[src/hdl/rvs_pkg.sv]
package rvs_pkg;

    localparam int RATE_W     = 32;
    localparam int DIM_W      = 15;
    localparam int AREA_W     = 2 * DIM_W;
    localparam int ROOT_W     = 16;
    localparam int SCORE_W    = 29;
    localparam int INDEX_W    = 6;
    localparam int HOW_W      = 2;
    localparam int CFG_IDX_W  = 2;
    localparam int CFG_DATA_W = 32;

    // divide by ten, one quotient bit a cycle
    localparam int DIV_W      = RATE_W + 4;
    localparam int DIV_STEPS  = DIV_W;
    localparam int DIVISOR    = 10;
    localparam int DIV_REM_W  = 4;

    localparam int SQRT_STEPS = ROOT_W;
    localparam int SQRT_REM_W = ROOT_W + 1;
    localparam int MULT_STEPS = DIM_W;

    localparam logic [SCORE_W-1:0] SCORE_MAX    = {SCORE_W{1'b1}};
    localparam logic [DIM_W-1:0]   SCREEN_RESET = 15'd16384;

    localparam logic [HOW_W-1:0] HOW_BEST     = 2'd0;
    localparam logic [HOW_W-1:0] HOW_FALLBACK = 2'd1;
    localparam logic [HOW_W-1:0] HOW_NONE     = 2'd2;

    localparam logic [CFG_IDX_W-1:0] CFG_SCREEN_WIDTH  = 2'd0;
    localparam logic [CFG_IDX_W-1:0] CFG_SCREEN_HEIGHT = 2'd1;
    localparam logic [CFG_IDX_W-1:0] CFG_RATE_FLOOR    = 2'd2;
    localparam logic [CFG_IDX_W-1:0] CFG_RATE_CEILING  = 2'd3;

    typedef enum logic [3:0] {
        ST_IDLE,
        ST_SCALE,
        ST_DIV,
        ST_CALC_START,
        ST_CALC,
        ST_DIFF,
        ST_SCORE,
        ST_UPDATE,
        ST_REPORT
    } state_t;

endpackage

[src/hdl/rate_variant_selector_unit.sv]
// channel  | handshake             | words carry
// input    | in_valid / in_ready   | estimate apply_limits is_video present variant_width
//          |                       | variant_height variant_rate last_in_set
// result   | out_valid / out_ready | chosen_index chosen_rate how_chosen
// config   | cfg_we                | cfg_index cfg_data
//
// The time from a word's acceptance to the next in_ready is set by the
// 16-step bit-serial square root (the 15-step serial multipliers run beside it).
// The first word of a set with limits on also waits for the serial divide by ten.
// A last word adds a report step, held while the result register is still full.
// rst_n is asynchronous, active low; it clears the set and restores the registers.
module rate_variant_selector_unit
#(
    parameter int MAX_VARIANTS = 64
)
(
    input  logic                                clk,
    input  logic                                rst_n,
    input  logic                                in_valid,
    output logic                                in_ready,
    input  logic [rvs_pkg::RATE_W-1:0]          estimate,
    input  logic                                apply_limits,
    input  logic                                is_video,
    input  logic                                present,
    input  logic [rvs_pkg::DIM_W-1:0]           variant_width,
    input  logic [rvs_pkg::DIM_W-1:0]           variant_height,
    input  logic [rvs_pkg::RATE_W-1:0]          variant_rate,
    input  logic                                last_in_set,
    output logic                                out_valid,
    input  logic                                out_ready,
    output logic [rvs_pkg::INDEX_W-1:0]         chosen_index,
    output logic [rvs_pkg::RATE_W-1:0]          chosen_rate,
    output logic [rvs_pkg::HOW_W-1:0]           how_chosen,
    input  logic                                cfg_we,
    input  logic [rvs_pkg::CFG_IDX_W-1:0]       cfg_index,
    input  logic [rvs_pkg::CFG_DATA_W-1:0]      cfg_data
);

    localparam int POS_W = $clog2(MAX_VARIANTS + 1);
    localparam logic [POS_W-1:0] POS_LIMIT = POS_W'(MAX_VARIANTS);

    rvs_pkg::state_t state_reg, state_next;

    logic [rvs_pkg::DIM_W-1:0]  screen_w_reg, screen_h_reg;
    logic [rvs_pkg::RATE_W-1:0] rate_floor_reg, rate_ceiling_reg;

    logic [POS_W-1:0]            pos_reg, pos_next;
    logic [rvs_pkg::RATE_W-1:0]  budget_reg, budget_next;
    logic [rvs_pkg::SCORE_W-1:0] best_score_reg, best_score_next;
    logic [POS_W-1:0]            best_pos_reg, best_pos_next;
    logic [rvs_pkg::RATE_W-1:0]  best_rate_reg, best_rate_next;
    logic                        best_valid_reg, best_valid_next;
    logic [rvs_pkg::RATE_W-1:0]  low_rate_reg, low_rate_next;
    logic [POS_W-1:0]            low_pos_reg, low_pos_next;
    logic                        low_valid_reg, low_valid_next;

    logic                        video_reg, video_next;
    logic                        cand_reg, cand_next;
    logic                        last_reg, last_next;
    logic [rvs_pkg::DIM_W-1:0]   vw_reg, vw_next, vh_reg, vh_next;
    logic [rvs_pkg::RATE_W-1:0]  vrate_reg, vrate_next;
    logic [rvs_pkg::AREA_W-1:0]  diff_reg, diff_next;
    logic [rvs_pkg::SCORE_W-1:0] score_reg, score_next;

    logic                        out_valid_reg, out_valid_next;
    logic [rvs_pkg::INDEX_W-1:0] out_index_reg, out_index_next;
    logic [rvs_pkg::RATE_W-1:0]  out_rate_reg, out_rate_next;
    logic [rvs_pkg::HOW_W-1:0]   out_how_reg, out_how_next;

    logic [rvs_pkg::RATE_W-1:0]  clamp_lo, clamp_hi;
    logic [rvs_pkg::DIV_W-1:0]   budget_wide, scale_dividend;
    logic [rvs_pkg::AREA_W:0]    score_sum;
    logic                        div_start, calc_start;
    logic                        div_done, sqrt_done, mv_done, ms_done;
    logic [rvs_pkg::RATE_W-1:0]  div_quot;
    logic [rvs_pkg::ROOT_W-1:0]  sqrt_root;
    logic [rvs_pkg::AREA_W-1:0]  area_variant, area_screen;
    logic                        accept, out_free;

    assign accept   = in_valid && in_ready;
    assign out_free = !out_valid_reg || out_ready;
    assign in_ready = state_reg == rvs_pkg::ST_IDLE;

    assign clamp_lo = (rate_floor_reg != '0 && estimate < rate_floor_reg)
                    ? rate_floor_reg : estimate;
    assign clamp_hi = (rate_ceiling_reg != '0 && clamp_lo > rate_ceiling_reg)
                    ? rate_ceiling_reg : clamp_lo;

    assign budget_wide    = rvs_pkg::DIV_W'(budget_reg);
    assign scale_dividend = video_reg ? (budget_wide << 3) + budget_wide : budget_wide;
    assign score_sum      = {1'b0, diff_reg} + rvs_pkg::AREA_W'(sqrt_root) + '0;

    rvs_div10 u_div
    (
        .clk      (clk),
        .rst_n    (rst_n),
        .start    (div_start),
        .dividend (scale_dividend),
        .quotient (div_quot),
        .done     (div_done)
    );

    rvs_serial_sqrt u_sqrt
    (
        .clk      (clk),
        .rst_n    (rst_n),
        .start    (calc_start),
        .radicand (budget_reg - vrate_reg),
        .root     (sqrt_root),
        .done     (sqrt_done)
    );

    rvs_serial_mult u_mult_variant
    (
        .clk          (clk),
        .rst_n        (rst_n),
        .start        (calc_start),
        .multiplicand (vw_reg),
        .multiplier   (vh_reg),
        .product      (area_variant),
        .done         (mv_done)
    );

    rvs_serial_mult u_mult_screen
    (
        .clk          (clk),
        .rst_n        (rst_n),
        .start        (calc_start),
        .multiplicand (screen_w_reg),
        .multiplier   (screen_h_reg),
        .product      (area_screen),
        .done         (ms_done)
    );

    // configuration registers
    always_ff @(posedge clk or negedge rst_n)
    begin
        if (!rst_n)
        begin
            screen_w_reg     <= rvs_pkg::SCREEN_RESET;
            screen_h_reg     <= rvs_pkg::SCREEN_RESET;
            rate_floor_reg   <= '0;
            rate_ceiling_reg <= '0;
        end
        else if (cfg_we)
        begin
            case (cfg_index)
                rvs_pkg::CFG_SCREEN_WIDTH:  screen_w_reg     <= cfg_data[rvs_pkg::DIM_W-1:0];
                rvs_pkg::CFG_SCREEN_HEIGHT: screen_h_reg     <= cfg_data[rvs_pkg::DIM_W-1:0];
                rvs_pkg::CFG_RATE_FLOOR:    rate_floor_reg   <= cfg_data;
                rvs_pkg::CFG_RATE_CEILING:  rate_ceiling_reg <= cfg_data;
                default:
                begin
                end
            endcase
        end
    end

    always_ff @(posedge clk or negedge rst_n)
    begin
        if (!rst_n)
        begin
            state_reg      <= rvs_pkg::ST_IDLE;
            pos_reg        <= '0;
            budget_reg     <= '0;
            best_score_reg <= '0;
            best_pos_reg   <= '0;
            best_rate_reg  <= '0;
            best_valid_reg <= 1'b0;
            low_rate_reg   <= '0;
            low_pos_reg    <= '0;
            low_valid_reg  <= 1'b0;
            out_valid_reg  <= 1'b0;
        end
        else
        begin
            state_reg      <= state_next;
            pos_reg        <= pos_next;
            budget_reg     <= budget_next;
            best_score_reg <= best_score_next;
            best_pos_reg   <= best_pos_next;
            best_rate_reg  <= best_rate_next;
            best_valid_reg <= best_valid_next;
            low_rate_reg   <= low_rate_next;
            low_pos_reg    <= low_pos_next;
            low_valid_reg  <= low_valid_next;
            out_valid_reg  <= out_valid_next;
        end
    end

    always_ff @(posedge clk)
    begin
        video_reg     <= video_next;
        cand_reg      <= cand_next;
        last_reg      <= last_next;
        vw_reg        <= vw_next;
        vh_reg        <= vh_next;
        vrate_reg     <= vrate_next;
        diff_reg      <= diff_next;
        score_reg     <= score_next;
        out_index_reg <= out_index_next;
        out_rate_reg  <= out_rate_next;
        out_how_reg   <= out_how_next;
    end

    always_comb
    begin
        state_next      = state_reg;
        pos_next        = pos_reg;
        budget_next     = budget_reg;
        best_score_next = best_score_reg;
        best_pos_next   = best_pos_reg;
        best_rate_next  = best_rate_reg;
        best_valid_next = best_valid_reg;
        low_rate_next   = low_rate_reg;
        low_pos_next    = low_pos_reg;
        low_valid_next  = low_valid_reg;
        video_next      = video_reg;
        cand_next       = cand_reg;
        last_next       = last_reg;
        vw_next         = vw_reg;
        vh_next         = vh_reg;
        vrate_next      = vrate_reg;
        diff_next       = diff_reg;
        score_next      = score_reg;
        out_valid_next  = out_valid_reg && !out_ready;
        out_index_next  = out_index_reg;
        out_rate_next   = out_rate_reg;
        out_how_next    = out_how_reg;
        div_start       = 1'b0;
        calc_start      = 1'b0;

        case (state_reg)
            rvs_pkg::ST_IDLE:
            begin
                if (accept)
                begin
                    video_next = is_video;
                    cand_next  = present && (pos_reg < POS_LIMIT);
                    last_next  = last_in_set;
                    vw_next    = variant_width;
                    vh_next    = variant_height;
                    vrate_next = variant_rate;
                    state_next = rvs_pkg::ST_CALC_START;
                    if (pos_reg == '0)
                    begin
                        budget_next = apply_limits ? clamp_hi : estimate;
                        if (apply_limits)
                        begin
                            state_next = rvs_pkg::ST_SCALE;
                        end
                    end
                end
            end
            rvs_pkg::ST_SCALE:
            begin
                div_start  = 1'b1;
                state_next = rvs_pkg::ST_DIV;
            end
            rvs_pkg::ST_DIV:
            begin
                if (div_done)
                begin
                    budget_next = div_quot;
                    state_next  = rvs_pkg::ST_CALC_START;
                end
            end
            rvs_pkg::ST_CALC_START:
            begin
                calc_start = 1'b1;
                state_next = rvs_pkg::ST_CALC;
            end
            rvs_pkg::ST_CALC:
            begin
                if (sqrt_done && mv_done && ms_done)
                begin
                    state_next = rvs_pkg::ST_DIFF;
                end
            end
            rvs_pkg::ST_DIFF:
            begin
                diff_next  = (area_variant >= area_screen) ? area_variant - area_screen
                                                           : area_screen - area_variant;
                state_next = rvs_pkg::ST_SCORE;
            end
            rvs_pkg::ST_SCORE:
            begin
                score_next = (score_sum > (rvs_pkg::AREA_W+1)'(rvs_pkg::SCORE_MAX))
                           ? rvs_pkg::SCORE_MAX : score_sum[rvs_pkg::SCORE_W-1:0];
                state_next = rvs_pkg::ST_UPDATE;
            end
            rvs_pkg::ST_UPDATE:
            begin
                if (cand_reg)
                begin
                    if (!low_valid_reg || vrate_reg < low_rate_reg)
                    begin
                        low_valid_next = 1'b1;
                        low_rate_next  = vrate_reg;
                        low_pos_next   = pos_reg;
                    end
                    if (vrate_reg <= budget_reg
                        && (!best_valid_reg || score_reg < best_score_reg))
                    begin
                        best_valid_next = 1'b1;
                        best_score_next = score_reg;
                        best_pos_next   = pos_reg;
                        best_rate_next  = vrate_reg;
                    end
                end
                if (pos_reg < POS_LIMIT)
                begin
                    pos_next = pos_reg + 1'b1;
                end
                state_next = last_reg ? rvs_pkg::ST_REPORT : rvs_pkg::ST_IDLE;
            end
            rvs_pkg::ST_REPORT:
            begin
                if (out_free)
                begin
                    out_valid_next = 1'b1;
                    if (best_valid_reg)
                    begin
                        out_index_next = rvs_pkg::INDEX_W'(best_pos_reg);
                        out_rate_next  = best_rate_reg;
                        out_how_next   = rvs_pkg::HOW_BEST;
                    end
                    else if (low_valid_reg)
                    begin
                        out_index_next = rvs_pkg::INDEX_W'(low_pos_reg);
                        out_rate_next  = low_rate_reg;
                        out_how_next   = rvs_pkg::HOW_FALLBACK;
                    end
                    else
                    begin
                        out_index_next = '0;
                        out_rate_next  = '0;
                        out_how_next   = rvs_pkg::HOW_NONE;
                    end
                    pos_next        = '0;
                    budget_next     = '0;
                    best_score_next = '0;
                    best_pos_next   = '0;
                    best_rate_next  = '0;
                    best_valid_next = 1'b0;
                    low_rate_next   = '0;
                    low_pos_next    = '0;
                    low_valid_next  = 1'b0;
                    state_next      = rvs_pkg::ST_IDLE;
                end
            end
            default:
            begin
                state_next = rvs_pkg::ST_IDLE;
            end
        endcase
    end

    assign out_valid    = out_valid_reg;
    assign chosen_index = out_index_reg;
    assign chosen_rate  = out_rate_reg;
    assign how_chosen   = out_how_reg;

endmodule

[src/hdl/rvs_serial_mult.sv]
module rvs_serial_mult
(
    input  logic                        clk,
    input  logic                        rst_n,
    input  logic                        start,
    input  logic [rvs_pkg::DIM_W-1:0]   multiplicand,
    input  logic [rvs_pkg::DIM_W-1:0]   multiplier,
    output logic [rvs_pkg::AREA_W-1:0]  product,
    output logic                        done
);

    localparam int CNT_W = $clog2(rvs_pkg::MULT_STEPS);

    logic [rvs_pkg::AREA_W-1:0] prod_reg, prod_next;
    logic [rvs_pkg::DIM_W-1:0]  mcand_reg, mcand_next;
    logic [CNT_W-1:0]           count_reg, count_next;
    logic                       busy_reg, busy_next;
    logic                       done_reg, done_next;
    logic [rvs_pkg::DIM_W:0]    upper;

    always_ff @(posedge clk or negedge rst_n)
    begin
        if (!rst_n)
        begin
            busy_reg  <= 1'b0;
            done_reg  <= 1'b0;
            count_reg <= '0;
        end
        else
        begin
            busy_reg  <= busy_next;
            done_reg  <= done_next;
            count_reg <= count_next;
        end
    end

    always_ff @(posedge clk)
    begin
        prod_reg  <= prod_next;
        mcand_reg <= mcand_next;
    end

    // shift-add, one multiplier bit a cycle
    always_comb
    begin
        upper      = {1'b0, prod_reg[rvs_pkg::AREA_W-1:rvs_pkg::DIM_W]}
                   + (prod_reg[0] ? {1'b0, mcand_reg} : '0);
        prod_next  = prod_reg;
        mcand_next = mcand_reg;
        count_next = count_reg;
        busy_next  = busy_reg;
        done_next  = done_reg;
        if (start)
        begin
            prod_next  = {{rvs_pkg::DIM_W{1'b0}}, multiplier};
            mcand_next = multiplicand;
            count_next = CNT_W'(rvs_pkg::MULT_STEPS - 1);
            busy_next  = 1'b1;
            done_next  = 1'b0;
        end
        else if (busy_reg)
        begin
            prod_next  = {upper, prod_reg[rvs_pkg::DIM_W-1:1]};
            count_next = count_reg - 1'b1;
            if (count_reg == '0)
            begin
                busy_next = 1'b0;
                done_next = 1'b1;
            end
        end
    end

    assign product = prod_reg;
    assign done    = done_reg;

endmodule

[src/hdl/rvs_serial_sqrt.sv]
module rvs_serial_sqrt
(
    input  logic                        clk,
    input  logic                        rst_n,
    input  logic                        start,
    input  logic [rvs_pkg::RATE_W-1:0]  radicand,
    output logic [rvs_pkg::ROOT_W-1:0]  root,
    output logic                        done
);

    localparam int CNT_W = $clog2(rvs_pkg::SQRT_STEPS);
    localparam int TRY_W = rvs_pkg::ROOT_W + 3;

    logic [rvs_pkg::RATE_W-1:0]     rad_reg, rad_next;
    logic [rvs_pkg::SQRT_REM_W-1:0] rem_reg, rem_next;
    logic [rvs_pkg::ROOT_W-1:0]     root_reg, root_next;
    logic [CNT_W-1:0]               count_reg, count_next;
    logic                           busy_reg, busy_next;
    logic                           done_reg, done_next;
    logic [TRY_W-1:0]               trial_rem;
    logic [TRY_W-1:0]               trial;
    logic                           fits;

    always_ff @(posedge clk or negedge rst_n)
    begin
        if (!rst_n)
        begin
            busy_reg  <= 1'b0;
            done_reg  <= 1'b0;
            count_reg <= '0;
        end
        else
        begin
            busy_reg  <= busy_next;
            done_reg  <= done_next;
            count_reg <= count_next;
        end
    end

    always_ff @(posedge clk)
    begin
        rad_reg  <= rad_next;
        rem_reg  <= rem_next;
        root_reg <= root_next;
    end

    // restoring root, two radicand bits a cycle
    always_comb
    begin
        trial_rem  = {rem_reg, rad_reg[rvs_pkg::RATE_W-1 -: 2]};
        trial      = {1'b0, root_reg, 2'b01};
        fits       = trial_rem >= trial;
        rad_next   = rad_reg;
        rem_next   = rem_reg;
        root_next  = root_reg;
        count_next = count_reg;
        busy_next  = busy_reg;
        done_next  = done_reg;
        if (start)
        begin
            rad_next   = radicand;
            rem_next   = '0;
            root_next  = '0;
            count_next = CNT_W'(rvs_pkg::SQRT_STEPS - 1);
            busy_next  = 1'b1;
            done_next  = 1'b0;
        end
        else if (busy_reg)
        begin
            rad_next   = {rad_reg[rvs_pkg::RATE_W-3:0], 2'b00};
            rem_next   = fits ? rvs_pkg::SQRT_REM_W'(trial_rem - trial)
                              : trial_rem[rvs_pkg::SQRT_REM_W-1:0];
            root_next  = {root_reg[rvs_pkg::ROOT_W-2:0], fits};
            count_next = count_reg - 1'b1;
            if (count_reg == '0)
            begin
                busy_next = 1'b0;
                done_next = 1'b1;
            end
        end
    end

    assign root = root_reg;
    assign done = done_reg;

endmodule

[src/hdl/rvs_div10.sv]
module rvs_div10
(
    input  logic                        clk,
    input  logic                        rst_n,
    input  logic                        start,
    input  logic [rvs_pkg::DIV_W-1:0]   dividend,
    output logic [rvs_pkg::RATE_W-1:0]  quotient,
    output logic                        done
);

    localparam int CNT_W = $clog2(rvs_pkg::DIV_STEPS);
    localparam int TRY_W = rvs_pkg::DIV_REM_W + 1;

    logic [rvs_pkg::DIV_W-1:0]     shift_reg, shift_next;
    logic [rvs_pkg::DIV_REM_W-1:0] rem_reg, rem_next;
    logic [CNT_W-1:0]              count_reg, count_next;
    logic                          busy_reg, busy_next;
    logic                          done_reg, done_next;
    logic [TRY_W-1:0]              trial;
    logic                          fits;

    always_ff @(posedge clk or negedge rst_n)
    begin
        if (!rst_n)
        begin
            busy_reg  <= 1'b0;
            done_reg  <= 1'b0;
            count_reg <= '0;
        end
        else
        begin
            busy_reg  <= busy_next;
            done_reg  <= done_next;
            count_reg <= count_next;
        end
    end

    always_ff @(posedge clk)
    begin
        shift_reg <= shift_next;
        rem_reg   <= rem_next;
    end

    // dividend leaves at the top, quotient bits enter at the bottom
    always_comb
    begin
        trial      = {rem_reg, shift_reg[rvs_pkg::DIV_W-1]};
        fits       = trial >= TRY_W'(rvs_pkg::DIVISOR);
        shift_next = shift_reg;
        rem_next   = rem_reg;
        count_next = count_reg;
        busy_next  = busy_reg;
        done_next  = done_reg;
        if (start)
        begin
            shift_next = dividend;
            rem_next   = '0;
            count_next = CNT_W'(rvs_pkg::DIV_STEPS - 1);
            busy_next  = 1'b1;
            done_next  = 1'b0;
        end
        else if (busy_reg)
        begin
            shift_next = {shift_reg[rvs_pkg::DIV_W-2:0], fits};
            rem_next   = fits ? rvs_pkg::DIV_REM_W'(trial - TRY_W'(rvs_pkg::DIVISOR))
                              : trial[rvs_pkg::DIV_REM_W-1:0];
            count_next = count_reg - 1'b1;
            if (count_reg == '0)
            begin
                busy_next = 1'b0;
                done_next = 1'b1;
            end
        end
    end

    assign quotient = shift_reg[rvs_pkg::RATE_W-1:0];
    assign done     = done_reg;

endmodule

[config.mk]
export PLATFORM = sky130hd
export DESIGN_NAME = rate_variant_selector_unit
export DESIGN_NICKNAME = d
export VERILOG_FILES = /design/src/hdl/rvs_pkg.sv /design/src/hdl/rate_variant_selector_unit.sv /design/src/hdl/rvs_serial_mult.sv /design/src/hdl/rvs_serial_sqrt.sv /design/src/hdl/rvs_div10.sv
export SDC_FILE = /design/constraint.sdc
export NUM_CORES = 2
export LEC_CHECK = 0
export BUFFER_PORTS_ARGS = -buffer_cell sky130_fd_sc_hd__buf_2
export CAP_MARGIN = 10
export CELL_PAD_IN_SITES_DETAIL_PLACEMENT = 1
export CELL_PAD_IN_SITES_GLOBAL_PLACEMENT = 1
export CORE_MARGIN = 2
export CORE_UTILIZATION = 45
export DETAILED_ROUTE_END_ITERATION = 6
export MAX_ROUTING_LAYER = met4
export PLACE_DENSITY_LB_ADDON = 0.1
export SLEW_MARGIN = 25
export SYNTH_ARGS = -nofsm -noshare
export SYNTH_HDL_FRONTEND = slang
export SYNTH_SLANG_ARGS = --single-unit
[constraint.sdc]
create_clock -name clk -period 5.28 [get_ports clk]
set_clock_uncertainty 0.1 [all_clocks]
set_input_delay 0.528 -clock clk [delete_from_list [all_inputs] [get_ports clk]]
set_output_delay 0.528 -clock clk [all_outputs]
set_load 0.005 [all_outputs]
* After elaboration in Yosys (flattened, before gate mapping)
Cells that the tools add are included.
Cells by class: reduce and logical (&&, ||, !) cells 49, magnitude comparators 10, equal/unequal tests 20, multiplexer cells 97, $add $sub $neg 14
Operator list (count):
- $mux 32 | 15
- $pmux 32 s2 | 2
- $mux 36 | 3
- $pmux 32 s3 | 1
- $mux 15 | 6
- $mux 29 | 3
- $lt 32x32->1 | 2
- $reduce_bool 32->1 | 2
- $sub 30x30->30 | 2
- $pmux 29 s2 | 1
- $mux 4 | 12
- $mux 6 | 8
- $add 35x32->36 | 1
- $pmux 4 s9 | 1
- $mux 1 | 33
- $add 15x15->16 | 2
- $gt 32x32->1 | 1
- $le 32x32->1 | 1
- $sub 32x32->32 | 1
- $add 30x16->31 | 1
- $gt 31x29->1 const B | 1
- $ge 30x30->1 | 1
- $mux 30 | 1
- $lt 29x29->1 | 1
- other kinds (35) | 88
Storage, ports and cells: input bits 137, register bits after elaboration 630, logic and storage cells 239

* Logic depth before layout (Yosys ltp)
word-level depth 10, gate-level depth with buffers 25, gate-level depth less buffers 21

* Modules after synthesis
Synthesis repeated with hierarchy kept, for this count alone.
Unflattened totals: cells, all modules 3830, area, all modules 38842.3 µm²
Modules (own cells, without submodules):
- rate_variant_selector_unit | area an instance 26928.3 µm², seq. area each 11058.1 µm², times used 1, cells each 2771
- rvs_serial_sqrt | area an instance 4068.9 µm², seq. area each 1771.7 µm², times used 1, cells each 394
- rvs_serial_mult (u_mult_variant) | area an instance 2742.6 µm², seq. area each 1351.3 µm², times used 1, cells each 247
- rvs_serial_mult (u_mult_screen) | area an instance 2718.9 µm², seq. area each 1351.3 µm², times used 1, cells each 242
- rvs_div10 | area an instance 2383.5 µm², seq. area each 1361.3 µm², times used 1, cells each 176

* Worst setup path after synthesis
OpenSTA, ideal clock, no wires.
kind input port to flip-flop, start input port estimate[17] (netlist bit), end register budget_reg[10] (netlist bit), setup time 144 ps, data required time 5036 ps, stages 24, setup slack 400 ps, data arrival time 4636 ps, cell sequence ha_1 > a21o_1 > a21o_1 > a21o_1 > a21oi_1 > o221ai_1 > a211o_1 > a211o_1 > clkbuf_1 > buf_2 > mux2i_1 > inv_1 > ha_1 > nor2b_1 > o21ai_0 > nand2b_1 > a21oi_1 > o21ai_1 > a21o_1 > a2111oi_0 > or3b_1 > clkbuf_1 > buf_2 > o221ai_1
Between the ends: longest elaborated chain between the ends 10
RTL lines:
- start: declaration | RTL line rate_variant_selector_unit.sv:21 | input logic [rvs_pkg::RATE_W-1:0] estimate,
- $lt 32x32->1 | RTL line rate_variant_selector_unit.sv:84 | assign clamp_lo = (rate_floor_reg != '0 && estimate < rate_floor_reg)
- $logic_and 1x1->1 | RTL line rate_variant_selector_unit.sv:84
- $mux 32 (*) | RTL line rate_variant_selector_unit.sv:85 | ? rate_floor_reg : estimate;
- $gt 32x32->1 | RTL line rate_variant_selector_unit.sv:86 | assign clamp_hi = (rate_ceiling_reg != '0 && clamp_lo > rate_ceiling_reg)
- $logic_and 1x1->1 | RTL line rate_variant_selector_unit.sv:86
- $mux 32 (*) | RTL line rate_variant_selector_unit.sv:87 | ? rate_ceiling_reg : clamp_lo;
- $mux 32 (*) | RTL line rate_variant_selector_unit.sv:247 | budget_next = apply_limits ? clamp_hi : estimate;
- $mux 32 (*) | RTL line rate_variant_selector_unit.sv:245 | if (pos_reg == '0)
- $mux 32 (*) | RTL line rate_variant_selector_unit.sv:236 | if (accept)
- $pmux 32 s3 (*) | RTL line rate_variant_selector_unit.sv:233 | case (state_reg)
- end signal: assignment | RTL line rate_variant_selector_unit.sv:179 | budget_reg <= budget_next;
- end: declaration | RTL line rate_variant_selector_unit.sv:48 | logic [rvs_pkg::RATE_W-1:0] budget_reg, budget_next;
Every way passes the cells marked *; elsewhere a longest branch is shown, timed or not. The select of a mux whose other input is x is not followed. A chain may end at the register's enable or synchronous reset.

* Worst setup path in the final report
start register rate_floor_reg[17] (netlist bit), end register budget_reg[26] (netlist bit)
Between the ends: longest elaborated chain between the ends 10, elaborated cells on any way between the ends 11, classes of those cells 2 x order compare; 6 x mux; 3 x reduce/logical
RTL lines:
- start: declaration | RTL line rate_variant_selector_unit.sv:45 | logic [rvs_pkg::RATE_W-1:0] rate_floor_reg, rate_ceiling_reg;
- start signal: assignment | RTL line rate_variant_selector_unit.sv:150 | rvs_pkg::CFG_RATE_FLOOR: rate_floor_reg <= cfg_data;
- $lt 32x32->1 / $reduce_bool 32->1 (equally long branches) | RTL line rate_variant_selector_unit.sv:84
- $logic_and 1x1->1 | RTL line rate_variant_selector_unit.sv:84
- $mux 32 (*) | RTL line rate_variant_selector_unit.sv:85
- $gt 32x32->1 | RTL line rate_variant_selector_unit.sv:86
- $logic_and 1x1->1 | RTL line rate_variant_selector_unit.sv:86
- $mux 32 (*) | RTL line rate_variant_selector_unit.sv:87
- $mux 32 (*) | RTL line rate_variant_selector_unit.sv:247
- $mux 32 (*) | RTL line rate_variant_selector_unit.sv:245
- $mux 32 (*) | RTL line rate_variant_selector_unit.sv:236
- $pmux 32 s3 (*) | RTL line rate_variant_selector_unit.sv:233
Marked as above.

==> flow_summary.ini <==
[die]
die_h_um = 295
die_x_um = 295
die_area_um2 = 86800
io_pins = 179
num_rows = 106
core_um2 = 83600
initial_utilization_pct = 45.5

[power_and_ir_drop]
p_leak_nw = 20.4
power_per_cell_area_nw_per_um2 = 686
vdd_drop_max_mv = 0.317

[sta]
hold_viol = 0
slew_headroom_pct = 32.8
fmax_ghz = 0.201
min_period_ps = 4980
fin_hold_ws_ps = 36.0
setup_viol = 0
period_share_pct = 94.3
worst_pin_slew_ps = 1010
slew_violations = 0
rsz0062_at_grt = no

[global_routing]
use_met1_pct = 37.6
grt_max_degree = 107
grtUsageMet2_pct = 39.3
antenna_found_initial = 2
grt_pass1_vias = 30281
grt_pass1_wl_mm = 173
grt-ovfl-total = 0
grt_use_total_pct = 26.0
top_usage_layer = met2
gr-usage-met3_pct = 3.00

[worst_setup_path]
worst_path_max_delay_cell = dfrtp_1
critPathLaunchType = flop
arrival_ps = 5410
crit_path_end_kind = flop
crit_top_cell = a21o_1
cp_max_fo = 25
crit_chain = inv_1 > ha_1 > a21o_1 > a21o_1 > a21o_1 > a21oi_1 > o221ai_1 > a211o_1 > a211o_1 > buf_12 > mux2i_2 > inv_1 > ha_1 > nor2b_1 > o21ai_0 > nand2b_1 > a21oi_1 > o21ai_1 > a21o_1 > a2111oi_2 > buf_4 > o21ai_2 > buf_4 > o221ai_1
critical_path_class = reg2reg
critical_path.max_stage_delay_ps = 350
critical_path_required_ps = 5710

[layout]
area_growth_pct = 14.1
layout_commonest_cell = nand2_1
largest_register_ffs = 36
fin_nets = 4518
most-common-layout-cells = nand2_1, inv_1, ha_1, edfxtp_1, dfrtp_1
layout-drive-gt1-share_pct = 13.0
final_cell_area_um2 = 43300
n_fill_cell = 9292
layout.cells.non_filler = 5205

[clocking]
worstSkewPairLatency_ps = 650
ctsHtreeMaxLevel = 3
cts_max_path_buffers = 3
cts_sinks = 630
clockRootBuffer = clkbuf_16
tritoncts = built
path_clk_slew_ps = 60
cts_buffers = 76
post_cts_buffers = 0

[routing]
via_per_inst = 5.66
drc = 0
drtAntennaViolNets = 0
drt_iter0_drc = 1599
routed_wl_mm = 110
wl_per_cell_um = 21.2
dr.pass1.iters = 5
vias = 29485

[synth]
ys_types = 83
synthCells = 3842
synthTopCellsByArea = edfxtp_1, dfrtp_1, ha_1
yosysTopAreaCell = edfxtp_1
yosys_register_bits = 630
synth_edf_count = 292
ys_warn_count = 0
syn_nets = 4300
syn_area_um2 = 38000
avgSynthCellArea_um2 = 9.89
async_flop_share_pct = 43.0
synthFlopType = edfxtp_1
synth_seq_area_share_pct = 44.5
synth_top_area_share_pct = 23.1

[placed_design]
io_buffers = 178
dp_hpwl_mm = 80.8
gp_congestion = 0.903
place_inst = 4997
placed_area_um2 = 40100

[outcome]
status = finished clean

[min_path]
hp-class = in2reg

[job]
drv_cap = 0
[per-layer routing]
metal / wire length, um / vias to the layer above
met3: 4730 / 129
li1: - / 14120
met5: 0 / -
met1: 54800 / 14633
met4: 2030 / 0
met2: 49000 / 603
[worst paths after layout]
kind,slack [ps],cells past startpoint,endpoint,start
worst min register to register,320,0,u_mult_variant.mcand_reg[11],vw_reg[11]
worst max-delay path,300,24,budget_reg[26],rate_floor_reg[17]
worst min-delay path,40,2,rate_ceiling_reg[22],cfg_data[22]
min in group asynchronous,470,2,low_rate_reg[1],rst_n
worst max register to register,300,24,budget_reg[26],rate_floor_reg[17]
max in group asynchronous,3500,3,rate_ceiling_reg[23],rst_n
[repair_timing]
| action | CTS | global route |
|---|---|---|
| gates resized for setup | 0 | 6 |
| endpoints found under the hold margin | 164 | 2 |
| hold buffers | 62 | 2 |
| setup endpoints to repair | 0 | 32 |
[cell type report]
cell class | instances | area (um^2) | area share [%]
multi-input cells | 2712 | 19300 | 44.4
flip-flops and latches | 630 | 16900 | 39.0
clock buffers | 101 | 2120 | 4.88
repair buffers | 298 | 2030 | 4.68
well taps | 1080 | 1350 | 3.12
inverters | 342 | 1290 | 2.97
clock inverters | 40 | 407 | 0.938
diodes | 2 | 5.00 | 0.0115
[worst max-delay path, delay by kind of cell, from the launching register on]
kind,cells,cell delay (ps)
AO/OA/AOI/OAI,14,2640
multiplexers,1,210
flip-flops,1,350
buffers and inverters,5,710
adder cells (fa/ha/maj),2,590
AND/OR/NAND/NOR,2,220
[cells in the mapped netlist (19+ instances only)]
master    number
o21ai_0      237
inv_1        341
mux2_2       130
edfxtp_1     292
nor4_1        23
nand2_1      436
o21a_1        26
a31oi_1       43
and3_1        23
nand3_1       36
a21oi_1      226
or3_1         19
mux2i_1      188
a221oi_1      35
nor2b_1       24
xnor2_1       92
nand2b_1      36
dfxtp_1       67
clkbuf_1     117
a211oi_1      24
and2_1        43
nand4_1       47
xor2_1        52
nor3_1        43
buf_2         21
dfrtp_1      269
o221ai_1      39
nor2_1       258
ha_1         314
a21o_1       127
[logic make-up after synthesis]
logic type | Yosys count | synth area share [%]
muxes | 319 | 8.85
adders and majority gates | 321 | 10.7
DFF | 630 | 44.5
xor gates and xnor gates | 144 | 3.32
buffers and inverters | 500 | 5.12
AOI/OAI and AO/OA | 891 | 15.0
and+or+nand+nor | 1037 | 12.5
[metrics by stage]
stage               utilization [%]  setup WS, ps  setup TNS, ps  total power, mW
CTS                            51.8           233              0             29.8
global route                   51.9          13.0              0             32.1
floorplan                         -           400              0             20.0
finish                         51.9           299              0             29.7
global placement               48.0          45.9              0             23.9
detailed placement             48.0         -44.5           -536             24.3
[where the power goes]
| group | switching [mW] | total, mW | leakage (nW) | internal, mW |
|---|---|---|---|---|
| sequential | 1.58 | 9.11 | 6.57 | 7.53 |
| combinational | 9.01 | 15.3 | 12.6 | 6.30 |
| clock | 2.31 | 5.33 | 1.22 | 3.02 |
| total | 12.9 | 29.7 | 20.4 | 16.8 |
No activity file was read; power rests on OpenSTA's default activity.
